## src/rtl/dac_ram.sv

```systemverilog
// generic simple dual port ram with registered read
module dac_ram #(
  parameter int WIDTH = 8,
  parameter int DEPTH = 16
) (
  input  logic                     clk,
  input  logic                     we,
  input  logic [$clog2(DEPTH)-1:0] waddr,
  input  logic [WIDTH-1:0]         wdata,
  input  logic [$clog2(DEPTH)-1:0] raddr,
  output logic [WIDTH-1:0]         rdata
);

  logic [WIDTH-1:0] mem [DEPTH];

  always_ff @(posedge clk) begin
    if (we) begin
      mem[waddr] <= wdata;
    end
    rdata <= mem[raddr];
  end

endmodule

```

## config.mk

```make
export PLATFORM = sky130hd
export DESIGN_NAME = dac_ram
export DESIGN_NICKNAME = d
export VERILOG_FILES = /design/src/rtl/dac_ram.sv
export SDC_FILE = /design/constraint.sdc
export NUM_CORES = 1
export LEC_CHECK = 0
export ABC_AREA = 1
export BUFFER_PORTS_ARGS = -buffer_cell sky130_fd_sc_hd__buf_2
export CORE_MARGIN = 2
export CORE_UTILIZATION = 35
export DETAILED_ROUTE_END_ITERATION = 10
export HOLD_SLACK_MARGIN = 0.15
export MAX_ROUTING_LAYER = met4
export PLACE_DENSITY_LB_ADDON = 0.12
export SETUP_SLACK_MARGIN = 0.4
export SKIP_CTS_REPAIR_TIMING = 1
export SLEW_MARGIN = 20
export SYNTH_ARGS = -nofsm -noshare
export SYNTH_HDL_FRONTEND = slang
export SYNTH_SLANG_ARGS = --single-unit
```

## constraint.sdc

```tcl
create_clock -name clk -period 3.9 [get_ports clk]
set_clock_uncertainty 0.2 [all_clocks]
set_input_delay 0.585 -clock clk [delete_from_list [all_inputs] [get_ports clk]]
set_output_delay 0.585 -clock clk [all_outputs]
set_load 0.1 [all_outputs]
```

Yosys cells after proc, flatten, opt, wreduce, memory -nomap -nowiden. Memory sizes are Yosys's and may differ from the RTL's. A register that Yosys moved wholly into a read port is not among the register bits. Index checks and enable logic that the tools add are counted.

Register bits after elaboration: 0. Bits in writable memories: 128. Input port bits: 18. Output and inout port bits: 8. Word-level logic and storage cells: 3. Memories kept: 1.

Muxes and demuxes: 2.

Memories: mem (words 16, bits a word 8, rd ports 1, clocked after Yosys merged registers in 1, wr ports 1, line 14) `logic [WIDTH-1:0] mem [DEPTH];`.

Operator list (count): $mux 1 (2).

Logic depth before layout (Yosys ltp). Gate-level depths: netlist of the first run.

Depth in word-level cells: 2. Mapped depth: 8. Mapped depth without buffers: 7.

Worst setup path after synthesis of the first run. No wires, ideal clock.

Path kind: in2reg. Start: in waddr[2]. End: mem mem[10][0], enable pin. Library setup time: 370 ps. Data arrival time: 1166 ps. Required time: 3330 ps. Slack: 2164 ps. Cell stages on the path: 2. Cell sequence: nand3b_1 -> nor2_1.

RTL lines: from (decl) (line 8) `input logic [$clog2(DEPTH)-1:0] waddr,`; to (decl) (line 14).

No word-level cell before the write port.

Worst setup path in the final report of the first run.
Start: reg rdata[6], read port of mem. End: out rdata[6].

RTL lines: from (decl) (line 11) `output logic [WIDTH-1:0] rdata`.

No word-level cell between the ends.

==> flow_summary.toml, run 1 <==
[detailed_routing]
vias = 3622
drt_iter0_drc = 256
viasPerCell = 4.505
wl_per_cell_um = 16.76
antenna_left = 0
drc = 0
drtPass1Iterations = 5
drt-total-wl_um = 13480

[worst_setup_path]
cp-start-kind = "flop"
rrSetupSlack_ns = 2.63
critPathBufInv = 1
reg2reg_from = "mem[9][7]$_DFFE_PP_"
cp_top_family = "buffers and inverters"
crit_path_max_incr_delay_ns = 0.43
cp_data_arrival_time_ns = 1.18
rr_endpoint = "rdata[7]$_DFF_P_"
path_cells = "buf_2"
cp_max_fo = 1
critPathKind = "reg2out"
worst_path_max_delay_cell = "buf_2"
required_ns = 3.12
cp-end-kind = "output pin"
rr_worst_depth = 6

[grt]
grt_max_degree = 65
top_usage_layer = "met2"
antenna_found_initial = 0
grt_usage = 0.1684
grt_pass1_wl_um = 21030
use_met3 = 0.04537
overflow = 0
first_global_vias = 3532
met2_usage = 0.2409
grt.met1_usage = 0.2310

[sta]
max-slew-margin-rel = 0.4136
tightest_slew_ns = 0.8764
grt_setup_unrepaired = "false"
fin_tns_setup_ns = 0
fin_crit_ns = 1.963
hold_viol = 0
drv_slew = 0
finalCritPeriodShare = 0.5033
finalSetupViolCount = 0
fmax_mhz = 509.5

[clock_network]
cts_root_buf = "clkbuf_16"
htreeDepth = 4
clkTransAtPathRegs_ns = 0.06
cts_tree = "built"
clkLatencyLatePin_ns = 0.42
clkSinkCount = 136
numCtsBuffers = 17
cts_buffer_depth = 2

[cells_and_area]
n_fill_cell = 1605
drive_above_1_share = 0.1071
diodes = 0
fin_area_sq_um = 6621
final_cell_mix = "173 x nand2_1, 128 x edfxtp_1, 100 x inv_1, 97 x nand3_1, 25 x buf_2"
finalNonFillerCells = 804
final_common_cell = "nand2_1"
num-nets-final = 593
regArea_sq_um = 4004
area_delta_synth_final_pct = 14.82
multiInputGateArea_sq_um = 1214

[logic_synthesis]
yosys_warnings = 0
synth_cells = 551
synth_area_sq_um = 5767
syn_nets = 569
synth_top_area_cell = "edfxtp_1"
syn-mean-instance-area_sq_um = 10.47
synth_top_area_share = 0.6665
ys_ff_latch = 136
yosysUniqueCellTypes = 12
synth_area_leaders = "edfxtp_1 67%, nand2_1 11%, nand3_1 8.4%"
synth_seq_area_share = 0.6943

[power_and_ir_drop]
power_switching_mw = 0.8168
internal_power_mw = 2.700
vdd_ir_drop_max_v = 0.0003215
p_comb_frac = 0.075
cellPowerDensity_nw_per_um2 = 531.1
pwr-share-clk = 0.458
p_leak_nw = 2.825
pwr-share-seq = 0.467
switching_share = 0.2323

[placed_design]
place_inst = 772
port_buffers = 25
dpl_cell_area_sq_um = 6026
dp_hpwl_um = 8072
gp_congestion = 0.7449

[min_path]
hp-start = "raddr[3]"
hold_depth = 3
min_to = "rdata[0]$_DFF_P_"
min_path_type = "in2reg"

[job]
max-cap-violations = 0

[floorplan]
fp.dieW_um = 132.4
rows = 46
fp.dieH_um = 132.4
coreArea_sq_um = 16000
start_util = 0.3604
io_pins = 26
dieArea_sq_um = 17520

[outcome]
outcome = "completed"
## power groups by stage
stage	combinational [mW]	clock, mW	sequential [mW]
final	0.262	1.61	1.64
after global routing	0.288	1.70	1.65
after CTS	0.267	1.64	1.64
after detailed placement	0.266	0	1.67
after global placement	0.265	0	1.67
after floorplan	0.115	0	1.74
## cell usage after synthesis
cell type and count:
buf_2 13, buf_6 6, nand3b_1 2, nand3_1 97
nor2_1 17, buf_4 4, buf_1 1, dfxtp_1 8
inv_2 2, edfxtp_1 128, inv_1 100, nand2_1 173
## flip-flops by register name, indices dropped and copies added, names as in the netlist
register	count
mem	128
rdata	8
## worst max-delay path by stage
stage | end | from | cells past startpoint | slack [ns]
CTS | rdata[6] | rdata[6]$_DFF_P_ | 1 | 1.92
global route | rdata[7]$_DFF_P_ | raddr[0] | 9 | 1.87
global placement | rdata[7]$_DFF_P_ | raddr[1] | 7 | 1.54
finish | rdata[6] | rdata[6]$_DFF_P_ | 1 | 1.94
detailed placement | rdata[7]$_DFF_P_ | raddr[0] | 9 | 1.52
floorplan | mem[10][0]$_DFFE_PP_ | waddr[2] | 2 | 2.16
## metrics by stage
| stage | power (mW) | hold WS (ns) | setup slack, ns | util |
|---|---|---|---|---|
| 6_report | 3.517 | 0.3416 | 1.937 | 0.4138 |
| 2_1_floorplan | 1.857 | 0.4074 | 2.164 | - |
| 5_1_grt | 3.636 | 0.3667 | 1.870 | 0.4138 |
| 3_5_place_dp | 1.940 | 0.4745 | 1.523 | 0.3766 |
| 3_3_place_gp | 1.938 | 0.4419 | 1.536 | 0.3766 |
| 4_1_cts | 3.549 | 0.3299 | 1.922 | 0.4138 |
## layer usage
layer / vias up / wire (um)
li1: 1818 / -
met1: 1738 / 6641
met2: 58 / 6186
met3: 8 / 452
met4: 0 / 195
met5: - / 0
## cell families (layout without fill, tap and decap cells)
group / after synthesis / count (layout) / synth area share
simple gates: 289 / 289 / 0.2105
flops: 136 / 136 / 0.6943
buf+inv: 126 / 163 / 0.09525
## layout make-up
cell class	count	area share
well taps	216	0.04082
repair buffers	29	0.02343
multi-input cells	289	0.1833
clock inverters	14	0.02362
flip-flops and latches	136	0.6047
inverters	102	0.05782
clock buffers	18	0.06633
Power figures use the tool's default switching activity.
==> run 2: changes to the inputs <==
--- a/config.mk
+++ b/config.mk
@@ -5,7 +5,7 @@
 export SDC_FILE = /design/constraint.sdc
 export NUM_CORES = 1
 export LEC_CHECK = 0
-export ABC_AREA = 1
+export ABC_AREA = 0
 export BUFFER_PORTS_ARGS = -buffer_cell sky130_fd_sc_hd__buf_2
 export CORE_MARGIN = 2
 export CORE_UTILIZATION = 35
==> constraint.sdc (replaced) <==
create_clock -name clk -period 1.78 [get_ports clk]
set_clock_uncertainty 0.2 [all_clocks]
set_input_delay 0.267 -clock clk [delete_from_list [all_inputs] [get_ports clk]]
set_output_delay 0.267 -clock clk [all_outputs]
set_load 0.1 [all_outputs]
==> run 2 against run 1 <==
Cell count shrank 39%. Die area shrank 10%. Core utilization is 5.1 points higher.
==> flow_summary.toml, run 2 <==
[sta]
drv_slew = 0
finalCritPeriodShare = 0.8433
grt_setup_unrepaired = "true"
max-slew-margin-rel = 0.3814
hold_ws_ns = 0.2334
hold_viol = 0
fin_crit_ns = 1.501
tightest_slew_ns = 0.9245
fin_tns_setup_ns = 0
worst_slack_ns = 0.2789
fmax_mhz = 666.2
finalSetupViolCount = 0

[cells_and_area]
largest_register_ffs = 128
fin_util = 0.4645
n_fill_cell = 1220
drive_above_1_share = 0.4528
final_cell_mix = "128 x edfxtp_1, 32 x mux4_2, 24 x buf_12, 17 x clkbuf_16, 17 x buf_2"
area_delta_synth_final_pct = 30.17
diodes = 0
final_common_cell = "edfxtp_1"
fin_area_sq_um = 6700
num-nets-final = 312
finalNonFillerCells = 491
regMostFlops = "mem"
top_regs = "mem (128), rdata (8)"

[placed_design]
place_inst = 451
dpl_cell_area_sq_um = 5844
gp_congestion = 0.6954
port_buffers = 25
post-place-ws_ns = -0.1340
dp_hpwl_um = 6955

[clock_network]
cts_tree = "built"
cts_buffer_depth = 2
clkSinkCount = 136
cts_root_buf = "clkbuf_16"
numCtsBuffers = 17
clkTransAtPathRegs_ns = 0.06
clkLatencyLatePin_ns = 0.40
htreeDepth = 4

[logic_synthesis]
yosys-top-cells-count = "128 x edfxtp_1, 18 x mux4_2, 16 x a22oi_1, 14 x mux4_1, 13 x nor2_1"
synth_top_area_share = 0.7467
synth_area_sq_um = 5147
synth_area_leaders = "edfxtp_1 75%, mux4_2 7.9%, mux4_1 7.1%"
yosysUniqueCellTypes = 19
synth_cells = 229
yosysMostFrequentCell = "edfxtp_1"
async_flop_share = 0
synth_seq_area_share = 0.7778
syn-mean-instance-area_sq_um = 22.48
synth_top_area_cell = "edfxtp_1"
yosys_warnings = 0
syn_nets = 247
synth-edff-count = 128
synth_flop_cell = "edfxtp_1"
ys_ff_latch = 136

[worst_setup_path]
worst_path_max_delay_cell = "dfxtp_1"
reg2reg_from = "mem[11][4]$_DFFE_PP_"
startpoint = "rdata[4]$_DFF_P_"
cp-end-kind = "output pin"
cp-start-kind = "flop"
critPathKind = "reg2out"
cp_top_family = "flip-flops"
cp_max_fo = 1
crit_path_max_incr_delay_ns = 0.41
cp_data_arrival_time_ns = 1.03
required_ns = 1.31
critPathBufInv = 1
path_cells = "buf_8"

[floorplan]
fp.dieH_um = 125.3
dieArea_sq_um = 15690
fp.dieW_um = 125.3
io_pins = 26
rows = 44
coreArea_sq_um = 14420
start_util = 0.3569

[detailed_routing]
antenna_left = 0
vias = 2466
wl_per_cell_um = 22.67
drtPass1Iterations = 4
drc = 0
drt_iter0_drc = 265
viasPerCell = 5.022
drt-total-wl_um = 11130

[grt]
first_global_vias = 2630
grt_usage = 0.1563
overflow = 0
antenna_found_initial = 0
grt_pass1_wl_um = 16880
grt_max_degree = 17

[outcome]
outcome = "completed"

[job]
max-cap-violations = 0

[min_path]
min_path_type = "in2reg"
hp-start = "raddr[2]"

[power_and_ir_drop]
p_total_mw = 7.882
cellPowerDensity_nw_per_um2 = 1176
p_leak_nw = 2.194
vdd_ir_drop_max_v = 0.0007265
==> run 2: cell count changes after synthesis, moves of 10 or more <==
cell and delta:
nand3_1 -96, a22oi_1 +16, mux4_2 +18, nand2_1 -164
inv_1 -100, buf_2 -10, mux4_1 +14
==> run 2: layout make-up <==
type / instances / area [sq um] / area share
clock buffers: 20 / 446.7 / 0.06667
clock inverters: 12 / 177.7 / 0.02652
multi-input cells: 83 / 1119 / 0.1669
flip-flops and latches: 136 / 4014 / 0.5991
well taps: 184 / 230.2 / 0.03436
repair buffers: 56 / 713.2 / 0.1064
==> run 2: routing by layer <==
metal / part of all wire / GRT usage
met5: 0 / -
met3: 0.043 / 0.03038
met1: 0.46 / 0.2177
met2: 0.49 / 0.2375
met4: 0.010 / 0.04314
==> run 2: logic make-up (layout without fill, tap and decap cells) <==
group | after synthesis | in the layout | share of synthesized area
and+or+nand+nor | 35 | 35 | 0.03184
DFF | 136 | 136 | 0.7778
AOI/OAI and AO/OA | 16 | 16 | 0.02334
buffers and inverters | 10 | 88 | 0.01677
muxes | 32 | 32 | 0.1502
==> run 2: final timing paths <==
kind,endpoint,slack (ns),cells past startpoint
hold / removal,rdata[0]$_DFF_P_,0.23,4
setup / recovery,rdata[4],0.28,1
hold reg to reg,rdata[2]$_DFF_P_,0.47,3
setup reg to reg,rdata[4]$_DFF_P_,0.30,3
==> run 2: report_power, final <==
part | switching, mW | internal [mW] | leakage [nW] | total, mW
Sequential | 0.0356 | 3.58 | 1.22 | 3.62
Clock | 1.26 | 2.38 | 0.294 | 3.64
Combinational | 0.369 | 0.251 | 0.675 | 0.621
Total | 1.66 | 6.22 | 2.19 | 7.88
